--- config.mk ---
export PLATFORM = sky130hd
export DESIGN_NAME = matrix_keypad_scanner_unit_flat
export DESIGN_NICKNAME = d
export VERILOG_FILES = /design/src/design/kpd_pkg.sv /design/src/design/kpd_if.sv /design/src/design/matrix_keypad_scanner_unit.sv /design/src/design/kpd_apb_regs.sv /design/src/design/kpd_scan_core.sv /design/src/flat_wrapper.sv
export SDC_FILE = /design/constraint.sdc
export NUM_CORES = 1
export LEC_CHECK = 0
export BUFFER_PORTS_ARGS = -buffer_cell sky130_fd_sc_hd__buf_2
export CAP_MARGIN = 25
export CORE_MARGIN = 10
export CORE_UTILIZATION = 50
export DETAILED_ROUTE_END_ITERATION = 7
export PLACE_DENSITY = 0.8
export SLEW_MARGIN = 20
export SYNTH_ARGS = -nofsm -noshare
export SYNTH_HDL_FRONTEND = slang
export SYNTH_SLANG_ARGS = --single-unit
--- constraint.sdc ---
create_clock -name clk -period 4.3 [get_ports clk]
set_clock_uncertainty 0.15 [all_clocks]
set_input_delay 0.43 -clock clk [delete_from_list [all_inputs] [get_ports clk]]
set_output_delay 0.43 -clock clk [all_outputs]
set_load 0.01 [all_outputs]
--- src/design/kpd_pkg.sv ---
// kpd_pkg: shared types, codes and the key map of the 4x4 keypad scanner
// depends on nothing; used by the interfaces, the scan core, the register
// block and the top level
package kpd_pkg;

	localparam int unsigned ROW_W  = 4;
	localparam int unsigned COL_W  = 4;
	localparam int unsigned CHAR_W = 7;
	localparam int unsigned CNT_W  = 4;
	localparam int unsigned PADDR_W = 3;
	localparam int unsigned PDATA_W = 32;

	localparam logic [ROW_W-1:0]  ALL_ROWS  = 4'hF;
	localparam logic [CNT_W-1:0]  CNT_MAX   = 4'hF;
	localparam logic [CNT_W-1:0]  CONFIRM_RESET = 4'd1;
	localparam logic [CHAR_W-1:0] NO_KEY    = 7'd0;

	// register index, taken from paddr[2]
	localparam logic REG_CONFIRM = 1'b0;

	typedef enum logic [1:0] {
		PH_INIT,
		PH_WAIT,
		PH_SCAN,
		PH_RELEASE
	} phase_t;

	// one result item
	typedef struct packed {
		logic [ROW_W-1:0]  row_drive;
		logic              key_valid;
		logic [CHAR_W-1:0] key_char;
	} kpd_res_t;

	// ascii of the key at a row and column
	function automatic logic [CHAR_W-1:0] key_at(input logic [1:0] row,
			input logic [1:0] col);
		logic [7:0] ch;
		begin
			ch = 8'h00;
			unique case ({row, col})
				4'h0: ch = "3";
				4'h1: ch = "6";
				4'h2: ch = "9";
				4'h3: ch = "#";
				4'h4: ch = "1";
				4'h5: ch = "4";
				4'h6: ch = "7";
				4'h7: ch = "*";
				4'h8: ch = "2";
				4'h9: ch = "5";
				4'hA: ch = "8";
				4'hB: ch = "0";
				4'hC: ch = "A";
				4'hD: ch = "B";
				4'hE: ch = "C";
				4'hF: ch = "D";
				default: ch = 8'h00;
			endcase
			return ch[CHAR_W-1:0];
		end
	endfunction

endpackage

--- src/design/kpd_if.sv ---
// kpd_col_if, kpd_res_if: valid/ready channels for column samples and results
// depends on kpd_pkg
interface kpd_col_if;
	import kpd_pkg::*;

	logic             valid;
	logic             ready;
	logic [COL_W-1:0] column_lines;

	modport source (output valid, output column_lines, input ready);
	modport sink (input valid, input column_lines, output ready);
endinterface

interface kpd_res_if;
	import kpd_pkg::*;

	logic              valid;
	logic              ready;
	logic [ROW_W-1:0]  row_drive;
	logic              key_valid;
	logic [CHAR_W-1:0] key_char;

	modport source (output valid, output row_drive, output key_valid, output key_char,
		input ready);
	modport sink (input valid, input row_drive, input key_valid, input key_char,
		output ready);
endinterface

--- src/design/matrix_keypad_scanner_unit.sv ---
// matrix_keypad_scanner_unit: top level of the 4x4 keypad scanner
// depends on kpd_pkg, kpd_if, kpd_apb_regs and kpd_scan_core
//
//  channel   dir  handshake      payload
//  col_chan  in   valid/ready    column_lines[3:0]
//  key_chan  out  valid/ready    row_drive[3:0], key_valid, key_char[6:0]
//  apb       in   psel/penable   paddr[2:0], pwdata[31:0] -> prdata, pready
//
// one sample per cycle sustained while results are taken; a sample is registered in the
// input register on transfer and its result is then registered in the result register
// the scan state steps as the input register hands a sample to the result register
// a stalled result holds the result register; an empty input register still takes one
// more sample and then ready drops
// arst_n clears both valid flags, the scan state (init) and confirm_matches to one
module matrix_keypad_scanner_unit (
	input  logic                         clk,
	input  logic                         arst_n,
	kpd_col_if.sink                      col_chan,
	kpd_res_if.source                    key_chan,
	input  logic                         psel,
	input  logic                         penable,
	input  logic                         pwrite,
	input  logic [kpd_pkg::PADDR_W-1:0]  paddr,
	input  logic [kpd_pkg::PDATA_W-1:0]  pwdata,
	output logic [kpd_pkg::PDATA_W-1:0]  prdata,
	output logic                         pready
);
	import kpd_pkg::*;

	logic [CNT_W-1:0] confirm;
	logic             vld_s1;
	logic [COL_W-1:0] cols_s1;
	logic             out_vld_q;
	kpd_res_t         res_q;
	kpd_res_t         res_n;
	logic             advance;

	kpd_apb_regs u_regs (
		.clk     (clk),
		.arst_n  (arst_n),
		.psel    (psel),
		.penable (penable),
		.pwrite  (pwrite),
		.paddr   (paddr),
		.pwdata  (pwdata),
		.prdata  (prdata),
		.pready  (pready),
		.confirm (confirm)
	);

	kpd_scan_core u_core (
		.clk     (clk),
		.arst_n  (arst_n),
		.step    (advance),
		.cols    (cols_s1),
		.confirm (confirm),
		.res     (res_n)
	);

	// handshake
	assign advance        = vld_s1 && (!out_vld_q || key_chan.ready);
	assign col_chan.ready = !vld_s1 || advance;

	// input register
	always_ff @(posedge clk or negedge arst_n) begin
		if (!arst_n) begin
			vld_s1 <= 1'b0;
		end else if (col_chan.ready) begin
			vld_s1 <= col_chan.valid;
		end
	end

	always_ff @(posedge clk) begin
		if (col_chan.valid && col_chan.ready) begin
			cols_s1 <= col_chan.column_lines;
		end
	end

	// result register
	always_ff @(posedge clk or negedge arst_n) begin
		if (!arst_n) begin
			out_vld_q <= 1'b0;
		end else if (advance) begin
			out_vld_q <= 1'b1;
		end else if (key_chan.ready) begin
			out_vld_q <= 1'b0;
		end
	end

	always_ff @(posedge clk) begin
		if (advance) begin
			res_q <= res_n;
		end
	end

	assign key_chan.valid     = out_vld_q;
	assign key_chan.row_drive = res_q.row_drive;
	assign key_chan.key_valid = res_q.key_valid;
	assign key_chan.key_char  = res_q.key_char;

endmodule

--- src/design/kpd_apb_regs.sv ---
// kpd_apb_regs: apb register block holding confirm_matches
// depends on kpd_pkg
module kpd_apb_regs (
	input  logic                         clk,
	input  logic                         arst_n,
	input  logic                         psel,
	input  logic                         penable,
	input  logic                         pwrite,
	input  logic [kpd_pkg::PADDR_W-1:0]  paddr,
	input  logic [kpd_pkg::PDATA_W-1:0]  pwdata,
	output logic [kpd_pkg::PDATA_W-1:0]  prdata,
	output logic                         pready,
	output logic [kpd_pkg::CNT_W-1:0]    confirm
);
	import kpd_pkg::*;

	logic [CNT_W-1:0] confirm_q;
	logic             sel_confirm;

	assign sel_confirm = (paddr[2] == REG_CONFIRM);
	assign pready      = 1'b1;
	assign confirm     = confirm_q;

	// write on the access phase
	always_ff @(posedge clk or negedge arst_n) begin
		if (!arst_n) begin
			confirm_q <= CONFIRM_RESET;
		end else if (psel && penable && pwrite && sel_confirm) begin
			confirm_q <= pwdata[CNT_W-1:0];
		end
	end

	// read back
	always_comb begin
		prdata = '0;
		if (sel_confirm) begin
			prdata = {{(PDATA_W-CNT_W){1'b0}}, confirm_q};
		end
	end

endmodule

--- src/design/kpd_scan_core.sv ---
// kpd_scan_core: scan state registers and the per-sample decision logic
// depends on kpd_pkg
module kpd_scan_core (
	input  logic                      clk,
	input  logic                      arst_n,
	input  logic                      step,
	input  logic [kpd_pkg::COL_W-1:0] cols,
	input  logic [kpd_pkg::CNT_W-1:0] confirm,
	output kpd_pkg::kpd_res_t         res
);
	import kpd_pkg::*;

	phase_t            phase_q, phase_n;
	logic [1:0]        row_q, row_n;
	logic [CHAR_W-1:0] cand_q, cand_n;
	logic [CNT_W-1:0]  count_q, count_n;

	logic              hit;
	logic [1:0]        col_idx;
	logic [CHAR_W-1:0] key;
	logic [CNT_W-1:0]  count_inc;

	// one-hot column decode
	always_comb begin
		hit     = 1'b1;
		col_idx = 2'd0;
		unique case (cols)
			4'b0001: col_idx = 2'd0;
			4'b0010: col_idx = 2'd1;
			4'b0100: col_idx = 2'd2;
			4'b1000: col_idx = 2'd3;
			default: hit = 1'b0;
		endcase
	end

	assign key       = key_at(row_q, col_idx);
	assign count_inc = (count_q == CNT_MAX) ? CNT_MAX : count_q + 1'b1;

	// next state and result
	always_comb begin
		phase_n       = phase_q;
		row_n         = row_q;
		cand_n        = cand_q;
		count_n       = count_q;
		res.row_drive = ALL_ROWS;
		res.key_valid = 1'b0;
		res.key_char  = NO_KEY;
		unique case (phase_q)
			PH_WAIT: begin
				if (cols != '0) begin
					phase_n       = PH_SCAN;
					row_n         = 2'd0;
					cand_n        = NO_KEY;
					count_n       = '0;
					res.row_drive = 4'b0001;
				end
			end
			PH_SCAN: begin
				if (hit) begin
					if (cand_q == NO_KEY) begin
						cand_n = key;
					end else if (cand_q == key) begin
						count_n = count_inc;
						if (count_inc >= confirm) begin
							res.key_valid = 1'b1;
							res.key_char  = key;
							phase_n       = PH_RELEASE;
						end
					end else begin
						phase_n = PH_RELEASE;
					end
				end
				// still scanning: move on or give up after a keyless pass
				if (phase_n == PH_SCAN) begin
					if (row_q == 2'd3 && cand_n == NO_KEY) begin
						phase_n = PH_WAIT;
						row_n   = 2'd0;
					end else begin
						row_n         = row_q + 2'd1;
						res.row_drive = ROW_W'(1) << row_n;
					end
				end
			end
			PH_RELEASE: begin
				if (cols == '0) begin
					phase_n = PH_WAIT;
				end
			end
			PH_INIT: begin
				phase_n = PH_WAIT;
			end
			default: begin
				phase_n = PH_WAIT;
			end
		endcase
	end

	// state register, advanced once per sample
	always_ff @(posedge clk or negedge arst_n) begin
		if (!arst_n) begin
			phase_q <= PH_INIT;
			row_q   <= 2'd0;
			cand_q  <= NO_KEY;
			count_q <= '0;
		end else if (step) begin
			phase_q <= phase_n;
			row_q   <= row_n;
			cand_q  <= cand_n;
			count_q <= count_n;
		end
	end

endmodule

--- src/flat_wrapper.sv ---
// flat-port wrapper written by rule: the top's interface ports become plain ports
module matrix_keypad_scanner_unit_flat import kpd_pkg::*;
  (clk, arst_n, psel, penable, pwrite, paddr, pwdata, prdata, pready, col_chan_valid, col_chan_column_lines, col_chan_ready, key_chan_valid, key_chan_row_drive, key_chan_key_valid, key_chan_key_char, key_chan_ready);
  kpd_col_if col_chan_i ();
  kpd_res_if key_chan_i ();
  input  logic clk;
  input  logic arst_n;
  input  logic psel;
  input  logic penable;
  input  logic pwrite;
  input  logic [kpd_pkg::PADDR_W-1:0] paddr;
  input  logic [kpd_pkg::PDATA_W-1:0] pwdata;
  output logic [kpd_pkg::PDATA_W-1:0] prdata;
  output logic pready;
  input wire logic [$bits(col_chan_i.valid)-1:0] col_chan_valid;
  input wire logic [$bits(col_chan_i.column_lines)-1:0] col_chan_column_lines;
  output wire logic [$bits(col_chan_i.ready)-1:0] col_chan_ready;
  output wire logic [$bits(key_chan_i.valid)-1:0] key_chan_valid;
  output wire logic [$bits(key_chan_i.row_drive)-1:0] key_chan_row_drive;
  output wire logic [$bits(key_chan_i.key_valid)-1:0] key_chan_key_valid;
  output wire logic [$bits(key_chan_i.key_char)-1:0] key_chan_key_char;
  input wire logic [$bits(key_chan_i.ready)-1:0] key_chan_ready;
  assign col_chan_i.valid = col_chan_valid;
  assign col_chan_i.column_lines = col_chan_column_lines;
  assign col_chan_ready = col_chan_i.ready;
  assign key_chan_valid = key_chan_i.valid;
  assign key_chan_row_drive = key_chan_i.row_drive;
  assign key_chan_key_valid = key_chan_i.key_valid;
  assign key_chan_key_char = key_chan_i.key_char;
  assign key_chan_i.ready = key_chan_ready;
  matrix_keypad_scanner_unit u_core (.clk(clk), .arst_n(arst_n), .col_chan(col_chan_i), .key_chan(key_chan_i), .psel(psel), .penable(penable), .pwrite(pwrite), .paddr(paddr), .pwdata(pwdata), .prdata(prdata), .pready(pready));
endmodule
==> results.sh, run 1 <==
export IMPL_yosys_area_share_simple_pct=22.6
export IMPL_dieWidth_um=92.4
export IMPL_cts_sinks=37
export IMPL_grt_use_total_pct=12.7
export IMPL_layout_common_cells="buf_2 (33), conb_1 (29), nand2_1 (23), nor2_1 (22), dfrtp_1 (20)"
export IMPL_die_h_um=92.4
export IMPL_layout_setup_ws_ps=913
export IMPL_port_buffers=33
export IMPL_fp_dieArea_mm2=0.00853
export IMPL_place_gp_congestion=0.845
export IMPL_grt_ovfl_total=0
export IMPL_finalHoldViolations=0
export IMPL_netlist_top_cells_area="dfrtp_1 (19%), edfxtp_1 (18%), buf_4 (9.2%)"
export IMPL_fin_tns_setup_ps=0
export IMPL_coreArea_mm2=0.00511
export IMPL_multi_input_area_mm2=0.00139
export IMPL_yosysTopAreaCell="dfrtp_1"
export IMPL_fin_nets=358
export IMPL_clkLatencyLatePin_ps=300
export IMPL_path_common_cell="or3_1"
export IMPL_fill_cells=472
export IMPL_hold_class="in -> reg"
export IMPL_drc=0
export IMPL_path_buf_inv=0
export IMPL_synth_compound_gate_area_share_pct=15.1
export IMPL_final_common_cell="buf_2"
export IMPL_critPathLaunchType="flop"
export IMPL_drive_gt1_share_pct=20.7
export IMPL_synth_top_area_share_pct=19.1
export IMPL_r2r_setup_slack_ps=910
export IMPL_wire_per_inst_um=14.8
export IMPL_fin_crit_ps=3390
export IMPL_regArea_mm2=0.00101
export IMPL_rows=26
export IMPL_path_class="reg -> reg"
export IMPL_drt_iter0_drc=120
export IMPL_whs_path_depth=1
export IMPL_async_flop_share_pct=56.8
export IMPL_path_cells="xnor2_1 -> or3_1 -> ha_1 -> o211ai_2 -> and3_1 -> a2111oi_4 -> a31oi_4 -> o31a_1 -> or3_1"
export IMPL_hold_path_startpoint="col_chan_column_lines[2]"
export IMPL_synth_distinct_cells=60
export IMPL_muxShareOfSynthArea_pct=2.87
export IMPL_io_pins=93
export IMPL_cts_tree="built"
export IMPL_max_slew_worst_pin_slew_ps=637
export IMPL_hold_end="u_core.cols_s1[2]"
export IMPL_area_growth_pct=8.74
export IMPL_cts_repair_resized=0
export IMPL_cts_max_path_buffers=2
export IMPL_grt_pass1_vias=1950
export IMPL_ff2ff_path_depth=9
export IMPL_hpwl_mm=4.14
export IMPL_ir_drop_uv=392
export IMPL_firstDrtPassIters=4
export IMPL_place_ws_ps=929
export IMPL_slew_violations=0
export IMPL_ant_nets=0
export IMPL_synth_yosys_seq_area_share_pct=38.5
export IMPL_synth_top_family_by_area="simple AND/OR/NAND/NOR gates"
export IMPL_p_per_area_mw_per_mm2=552
export IMPL_static_leakage_power_nw=1.29
export IMPL_cts_root_buf="clkbuf_8"
export IMPL_grt_pass1_wl_mm=8.98
export IMPL_cpLargestDelayFamily="compound AO/OA/AOI/OAI gates"
export IMPL_antenna_found_initial=0
export IMPL_syn_area_mm2=0.00262
export IMPL_crit_required_ps=4190
export IMPL_worst_path_largest_cell_delay_ps=580
export IMPL_finalWirelength_mm=5.46
export IMPL_rsz0062_at_grt="false"
export IMPL_start_util_pct=51.3
export IMPL_outcome="completed"
export IMPL_route_vias_total=1911
export IMPL_timing_fmax_mhz=295
export IMPL_critPathSlowestCell="edfxtp_1"
export IMPL_grt_max_degree=22
export IMPL_synth_edf_count=16
export IMPL_critPathArrivalTime_ps=3280
export IMPL_synth_avg_cell_area_um2=9.77
export IMPL_synth_xor_area_share_pct=1.67
export IMPL_cap_violations=0
export IMPL_finalCritPeriodShare_pct=78.8
export IMPL_yosys_warnings=0
export IMPL_reg2reg_from="u_core.cols_s1[1]"
export IMPL_ys_seq_elements=37
export IMPL_synth_ff_type="dfrtp_1"
export IMPL_path_clk_slew_ps=80
export IMPL_syn_inst=268
export IMPL_cts_buffers=5
export IMPL_relSlewSlack_pct=57.5
export IMPL_htree_levels=2
export IMPL_synth_fa_ha_area_share_pct=6.69
export IMPL_antenna_cells=0
export IMPL_viasPerCell=5.18
export IMPL_setup_viol=0
export IMPL_path_max_fanout=11
export IMPL_timing_rr_end="u_core.key_chan.row_drive[0]"
export IMPL_end_kind="flop"
==> timing repair <==
item,4_1_cts,5_1_grt
hold buffers,1,0
hold endpoints to repair,20,0
setup buffers,0,0
==> cell families (layout without fill, tap and decap cells) <==
group	after synthesis	count (layout)
simple gates	101	101
other cells	2	29
mux	7	7
xor+xnor	5	5
fa+ha+maj	14	14
compound gates	51	51
buf+inv	51	55
flops	37	37
==> power by group <==
group,switching [mW],internal [mW],total (mW)
logic,0.372,0.261,0.632
clock network,0.141,0.234,0.375
registers,0.108,0.458,0.566
total,0.621,0.952,1.57
==> layout make-up <==
class / count / share of cell area (%)
inverters: 13 / 1.71
clock buffers: 5 / 2.42
flip-flops and latches: 37 / 35.4
clock inverters: 3 / 2.42
multi-input cells: 207 / 48.9
well taps: 70 / 3.08
repair buffers: 34 / 6.15
==> per-layer routing <==
layer,up-vias,share of wire (%),GRT usage (%),wire [µm]
met3,7,5.8,3.79,316
met5,-,0,0,0
met2,56,50,21.2,2740
met1,901,42,14.8,2320
li1,947,-,-,-
met4,0,1.6,5.14,89
==> cells in the mapped netlist (all sizes together) (4+ instances only) <==
cell and count:
xnor2 4, dfrtp 20, nand2b 6, a21oi 9, buf 35, o21ai 18, nor4b 5, edfxtp 16
nand2 23, and2 6, and3 5, ha 14, mux2 4, inv 13, nor2 23, nor2b 5
nand3 5, nand3b 7, o211ai 4
==> stage by stage <==
stage                     instances  util, %  total power, mW  area (µm²)  hold slack [ps]
after floorplan                 295        -             1.06        2720            -15.6
after global placement          360     52.9             1.17        2700              263
after detailed placement        360     52.9             1.19        2700              267
after CTS                       369     55.8             1.56        2850              152
after global routing            369     55.8             1.68        2850              142
final                           369     55.8             1.57        2850              154
==> worst max-delay path by stage <==
stage                      start                            to  cells after the start
6_report       u_core.cols_s1[1]  u_core.key_chan.row_drive[0]                      9
5_1_grt        u_core.cols_s1[1]  u_core.key_chan.row_drive[0]                      9
4_1_cts        u_core.cols_s1[1]  u_core.key_chan.row_drive[0]                      9
3_5_place_dp   u_core.cols_s1[1]  u_core.key_chan.row_drive[0]                      9
3_3_place_gp   u_core.cols_s1[1]  u_core.key_chan.row_drive[0]                      9
2_1_floorplan  u_core.cols_s1[1]  u_core.key_chan.row_drive[0]                     10
==> registers in the layout, indices dropped and copies added (netlist names) <==
| signal | cells |
|---|---|
| u_core.u_core.phase_q | 2 |
| u_core.key_chan.key_char | 7 |
| u_core.key_chan.valid | 1 |
| u_core.key_chan.row_drive | 4 |
| u_core.u_core.count_q | 4 |
| u_core.cols_s1 | 4 |
| u_core.u_core.cand_q | 7 |
| u_core.key_chan.key_valid | 1 |
| u_core.vld_s1 | 1 |
| u_core.u_core.row_q | 2 |
| u_core.u_regs.confirm | 4 |
(Power assumes the default switching activity.)
==> run 2: changes to the inputs <==
==> constraint.sdc (replaced) <==
create_clock -name clk -period 3.2 [get_ports clk]
set_clock_uncertainty 0.15 [all_clocks]
set_input_delay 0.32 -clock clk [delete_from_list [all_inputs] [get_ports clk]]
set_output_delay 0.32 -clock clk [all_outputs]
set_load 0.01 [all_outputs]
==> run 2 against run 1 <==
Net effect: register-to-register slack got worse by 780 ps; cell area is 1.9% higher; worst setup slack got worse by 780 ps; non-clock buffer count increased by 10; largest cell class unchanged; utilization is 1.1 points higher; count of clock-buffer cells in the layout unchanged; sequential share of layout area fell by 0.67 points; largest power group unchanged; critical path type unchanged; power increased by 33%.
==> results.sh, run 2 (synthesis gave the netlist of run 1 again) <==
export IMPL_stdcell_count=379
export IMPL_whs_ps=46.9
export IMPL_outcome="completed"
export IMPL_slew_violations=0
export IMPL_cts_setup_buffers=0
export IMPL_wire_per_inst_um=15.3
export IMPL_dp_cells=370
export IMPL_end_kind="flop"
export IMPL_setup_viol=0
export IMPL_grt_pass1_wl_mm=9.57
export IMPL_hpwl_mm=4.35
export IMPL_drc=0
export IMPL_ant_nets=0
export IMPL_cts_max_path_buffers=2
export IMPL_critPathLaunchType="flop"
export IMPL_wl_met2_mm=2.99
export IMPL_grt_use_total_pct=13.6
export IMPL_rows=26
export IMPL_fin_nets=368
export IMPL_drt_iter0_drc=187
export IMPL_fp_dieArea_mm2=0.00853
export IMPL_start_util_pct=51.3
export IMPL_drive_gt1_share_pct=23.6
export IMPL_area_growth_pct=10.8
export IMPL_cts_buffers=5
export IMPL_final_common_cell="buf_2"
export IMPL_rsz0062_at_grt="false"
export IMPL_io_pins=93
export IMPL_dieWidth_um=92.4
export IMPL_finalHoldViolations=0
export IMPL_path_class="reg -> reg"
export IMPL_fin_area_mm2=0.00290
export IMPL_antenna_found_initial=0
export IMPL_wl_met1_mm=2.35
export IMPL_cts_tree="built"
export IMPL_grt_max_degree=22
export IMPL_grt_pass1_vias=2025
export IMPL_antenna_cells=0
export IMPL_cts_sinks=37
export IMPL_crit_required_ps=3090
export IMPL_fin_tns_setup_ps=0
export IMPL_layout_common_cells="buf_2 (33), conb_1 (29), nand2_1 (23), nor2_1 (22), dfrtp_1 (20)"
export IMPL_p_per_area_mw_per_mm2=719
export IMPL_finalWirelength_mm=5.80
export IMPL_finalCritPeriodShare_pct=96.0
export IMPL_clkLatencyLatePin_ps=290
export IMPL_hold_class="in -> reg"
export IMPL_highest_signal_layer="met4"
export IMPL_path_max_fanout=3
export IMPL_ir_drop_uv=426
export IMPL_timing_fmax_mhz=326
export IMPL_viasPerCell=5.33
export IMPL_firstDrtPassIters=4
export IMPL_coreArea_mm2=0.00511
export IMPL_fin_crit_ps=3070
export IMPL_critPathArrivalTime_ps=2960
export IMPL_path_clk_slew_ps=80
export IMPL_port_buffers=33
export IMPL_route_vias_total=2019
export IMPL_static_leakage_power_nw=1.33
export IMPL_htree_levels=2
export IMPL_placed_cell_area_mm2=0.00278
export IMPL_cts_root_buf="clkbuf_8"
export IMPL_place_gp_congestion=0.877
export IMPL_die_h_um=92.4
export IMPL_wl_met3_um=369
export IMPL_cap_violations=0
export IMPL_fin_util_pct=56.8
export IMPL_grt_ovfl_total=0
run 2: cell types whose count changed in the layout (fill, tap and decap cells not counted), sizes merged:
cell    delta
buf       +10
bufinv     -1
clkinv     +1
run 2: repair_timing:
action | in CTS | in global routing
hold endpoints to repair | 20 | 0
hold buffers | 1 | 0
resized for setup | 0 | 2
setup endpoints to repair | 0 | 8
run 2: layout make-up:
cell class	count	area, µm²
Clock inverter	3	43.8
Fill cell	454	2200
Multi-Input combinational cell	207	1400
Sequential cell	37	1010
Timing Repair Buffer	44	250
Tap cell	70	87.6
Inverter	13	48.8
Clock buffer	5	68.8
run 2: critical path, stage by stage (launching register included):
cell	delay [ps]
edfxtp_1	410
xnor2_1	130
or3_1	310
ha_1	320
o211ai_2	240
a41oi_4	170
a2111oi_4	390
a31oi_4	130
o31a_1	240
or3_1	320
run 2: power breakdown:
part	internal, mW	switching [mW]	leakage [nW]
Clock	0.234	0.180	0.0585
Sequential	0.616	0.0925	0.423
Combinational	0.387	0.576	0.848
run 2: path summary, 6_finish.rpt:
| path | from | to | slack (ps) | cells after the start |
|---|---|---|---|---|
| worst min register to register | u_core.vld_s1 | u_core.key_chan.valid | 350 | 1 |
| worst max-delay path | u_core.cols_s1[1] | u_core.key_chan.row_drive[0] | 130 | 9 |
| min in group asynchronous | arst_n | u_core.key_chan.valid | 390 | 2 |
| max in group asynchronous | arst_n | u_core.u_regs.confirm[0] | 2150 | 2 |
| worst max register to register | u_core.cols_s1[1] | u_core.key_chan.row_drive[0] | 130 | 9 |
| worst min-delay path | col_chan_column_lines[1] | u_core.cols_s1[1] | 50 | 1 |
run 2: stage by stage:
stage | worst slack (ps) | power (mW)
6_report | 128 | 2.09
5_1_grt | 34.9 | 2.24
4_1_cts | 134 | 2.07
3_5_place_dp | 142 | 1.65
3_3_place_gp | 177 | 1.62
2_1_floorplan | 60.0 | 1.42
run 2: routing by layer:
metal	vias up	GRT usage, %
met5	-	0
met4	0	4.88
met3	8	3.39
met2	73	24.4
met1	970	15.4
li1	968	-
==> run 3: changes to the inputs <==
--- a/config.mk
+++ b/config.mk
@@ -10,6 +10,7 @@
 export CORE_MARGIN = 10
 export CORE_UTILIZATION = 50
 export DETAILED_ROUTE_END_ITERATION = 7
+export HOLD_SLACK_MARGIN = 0.12
 export PLACE_DENSITY = 0.8
 export SLEW_MARGIN = 20
 export SYNTH_ARGS = -nofsm -noshare
==> run 3 against run 2 <==
Net effect: die area unchanged; hold slack gained 120 ps; count of clock-buffer cells in the layout unchanged; largest cell class unchanged; largest power group unchanged.
==> results.sh, run 3 (synthesis gave the netlist of run 1 again) <==
export IMPL_combPwrFrac_pct=46.3
export IMPL_timing_fmax_mhz=325
export IMPL_internal_power_mw=1.24
export IMPL_finalHoldViolations=0
export IMPL_switchingPower_uw=856
export IMPL_die_h_um=92.4
export IMPL_path_clk_slew_ps=80
export IMPL_cap_violations=0
export IMPL_grt_pass1_vias=2052
export IMPL_start_util_pct=51.3
export IMPL_layout_common_cells="buf_2 (33), conb_1 (29), nand2_1 (23), nor2_1 (22), dfrtp_1 (20)"
export IMPL_antenna_found_initial=0
export IMPL_dieWidth_um=92.4
export IMPL_clkLatencyLatePin_ps=300
export IMPL_slew_violations=0
export IMPL_cts_buffers=5
export IMPL_port_buffers=33
export IMPL_cts_setup_buffers=0
export IMPL_grt_use_total_pct=14.0
export IMPL_grt_pass1_wl_mm=9.80
export IMPL_ir_drop_uv=431
export IMPL_grt_max_degree=22
export IMPL_io_pins=93
export IMPL_rows=26
export IMPL_rsz0062_at_grt="false"
export IMPL_fin_tns_setup_ps=0
export IMPL_finalCritPeriodShare_pct=96.1
export IMPL_drc=0
export IMPL_coreArea_mm2=0.00511
export IMPL_cts_tree="built"
export IMPL_fin_crit_ps=3080
export IMPL_end_kind="flop"
export IMPL_critPathArrivalTime_ps=2970
export IMPL_grt_ovfl_total=0
export IMPL_firstDrtPassIters=5
export IMPL_crit_required_ps=3090
export IMPL_drt_iter0_drc=203
export IMPL_area_growth_pct=14.3
export IMPL_cts_root_buf="clkbuf_8"
export IMPL_path_class="reg -> reg"
export IMPL_path_max_fanout=3
export IMPL_route_vias_total=2044
export IMPL_p_total_mw=2.10
export IMPL_seqPwrFrac_pct=33.8
export IMPL_drive_gt1_share_pct=23.0
export IMPL_viasPerCell=5.27
export IMPL_htree_levels=2
export IMPL_cts_sinks=37
export IMPL_fin_nets=377
export IMPL_final_common_cell="buf_2"
export IMPL_hpwl_mm=4.35
export IMPL_p_per_area_mw_per_mm2=702
export IMPL_setup_viol=0
export IMPL_cts_max_path_buffers=2
export IMPL_critPathLaunchType="flop"
export IMPL_wire_per_inst_um=15.5
export IMPL_place_gp_congestion=0.877
export IMPL_clkPwrFrac_pct=19.9
export IMPL_outcome="completed"
export IMPL_finalWirelength_mm=6.01
export IMPL_netSwitchingFraction_pct=40.8
export IMPL_static_leakage_power_nw=1.37
export IMPL_antenna_cells=0
export IMPL_hold_class="in -> reg"
export IMPL_fp_dieArea_mm2=0.00853
export IMPL_ant_nets=0
-- run 3: changes by cell type in the layout (fill, tap and decap cells not counted), sizes merged --
cell / before / now
dlygate4sd3: 1 / 10
-- run 3: critical path, stage by stage (launching register included) --
cell and delay, ps:
edfxtp_1 410, xnor2_1 130, or3_1 310, ha_1 320
o211ai_2 250, a41oi_4 170, a2111oi_4 390, a31oi_4 130
o31a_1 240, or3_1 320
-- run 3: area by class of cell --
type / count / area, µm²
Tap cell: 70 / 87.6
Inverter: 13 / 48.8
Clock buffer: 5 / 68.8
Clock inverter: 3 / 43.8
Timing Repair Buffer: 53 / 340
Multi-Input combinational cell: 207 / 1400
Sequential cell: 37 / 1010
Fill cell: 444 / 2110
-- run 3: routing by layer --
layer  share of wire, %  track usage [%]  vias to the layer above
met5                  0                0                        -
met4                1.7             4.88                        0
met3                6.2             3.47                       10
met2                 52             25.2                       76
met1                 40             15.7                      976
li1                   -                -                      982
-- run 3: repair_timing --
item,in CTS,in global routing
resized for setup,0,2
hold buffers,10,0
endpoints found under the hold margin,29,0
endpoints found under the setup margin,0,8
-- run 3: power by group through the flow --
stage	Sequential [mW]	Combinational, mW	Clock [mW]
final	0.709	0.973	0.418
after global routing	0.721	1.09	0.443
after CTS	0.705	0.959	0.418
after detailed placement	0.714	0.937	0
after global placement	0.710	0.907	0
after floorplan	0.720	0.702	0
-- run 3: metrics by stage --
step | util [%] | worst slack [ps] | std cells | area, µm² | hold slack [ps]
floorplan | - | 60.0 | 295 | 2720 | -126
global placement | 54.3 | 177 | 370 | 2780 | 152
detailed placement | 54.3 | 142 | 370 | 2780 | 159
CTS | 58.5 | 134 | 388 | 2990 | 162
global route | 58.6 | 32.7 | 388 | 2990 | 166
finish | 58.6 | 124 | 388 | 2990 | 164
-- run 3: worst paths after layout --
check / startpoint / cells past startpoint / slack (ps) / endpoint
setup / recovery: u_core.cols_s1[1] / 9 / 120 / u_core.key_chan.row_drive[0]
hold / removal: key_chan_ready / 3 / 160 / u_core.key_chan.valid
setup reg to reg: u_core.cols_s1[1] / 9 / 120 / u_core.key_chan.row_drive[0]
hold reg to reg: u_core.vld_s1 / 1 / 350 / u_core.key_chan.valid
max in group asynchronous: arst_n / 2 / 2150 / u_core.u_regs.confirm[0]
min in group asynchronous: arst_n / 2 / 390 / u_core.key_chan.valid
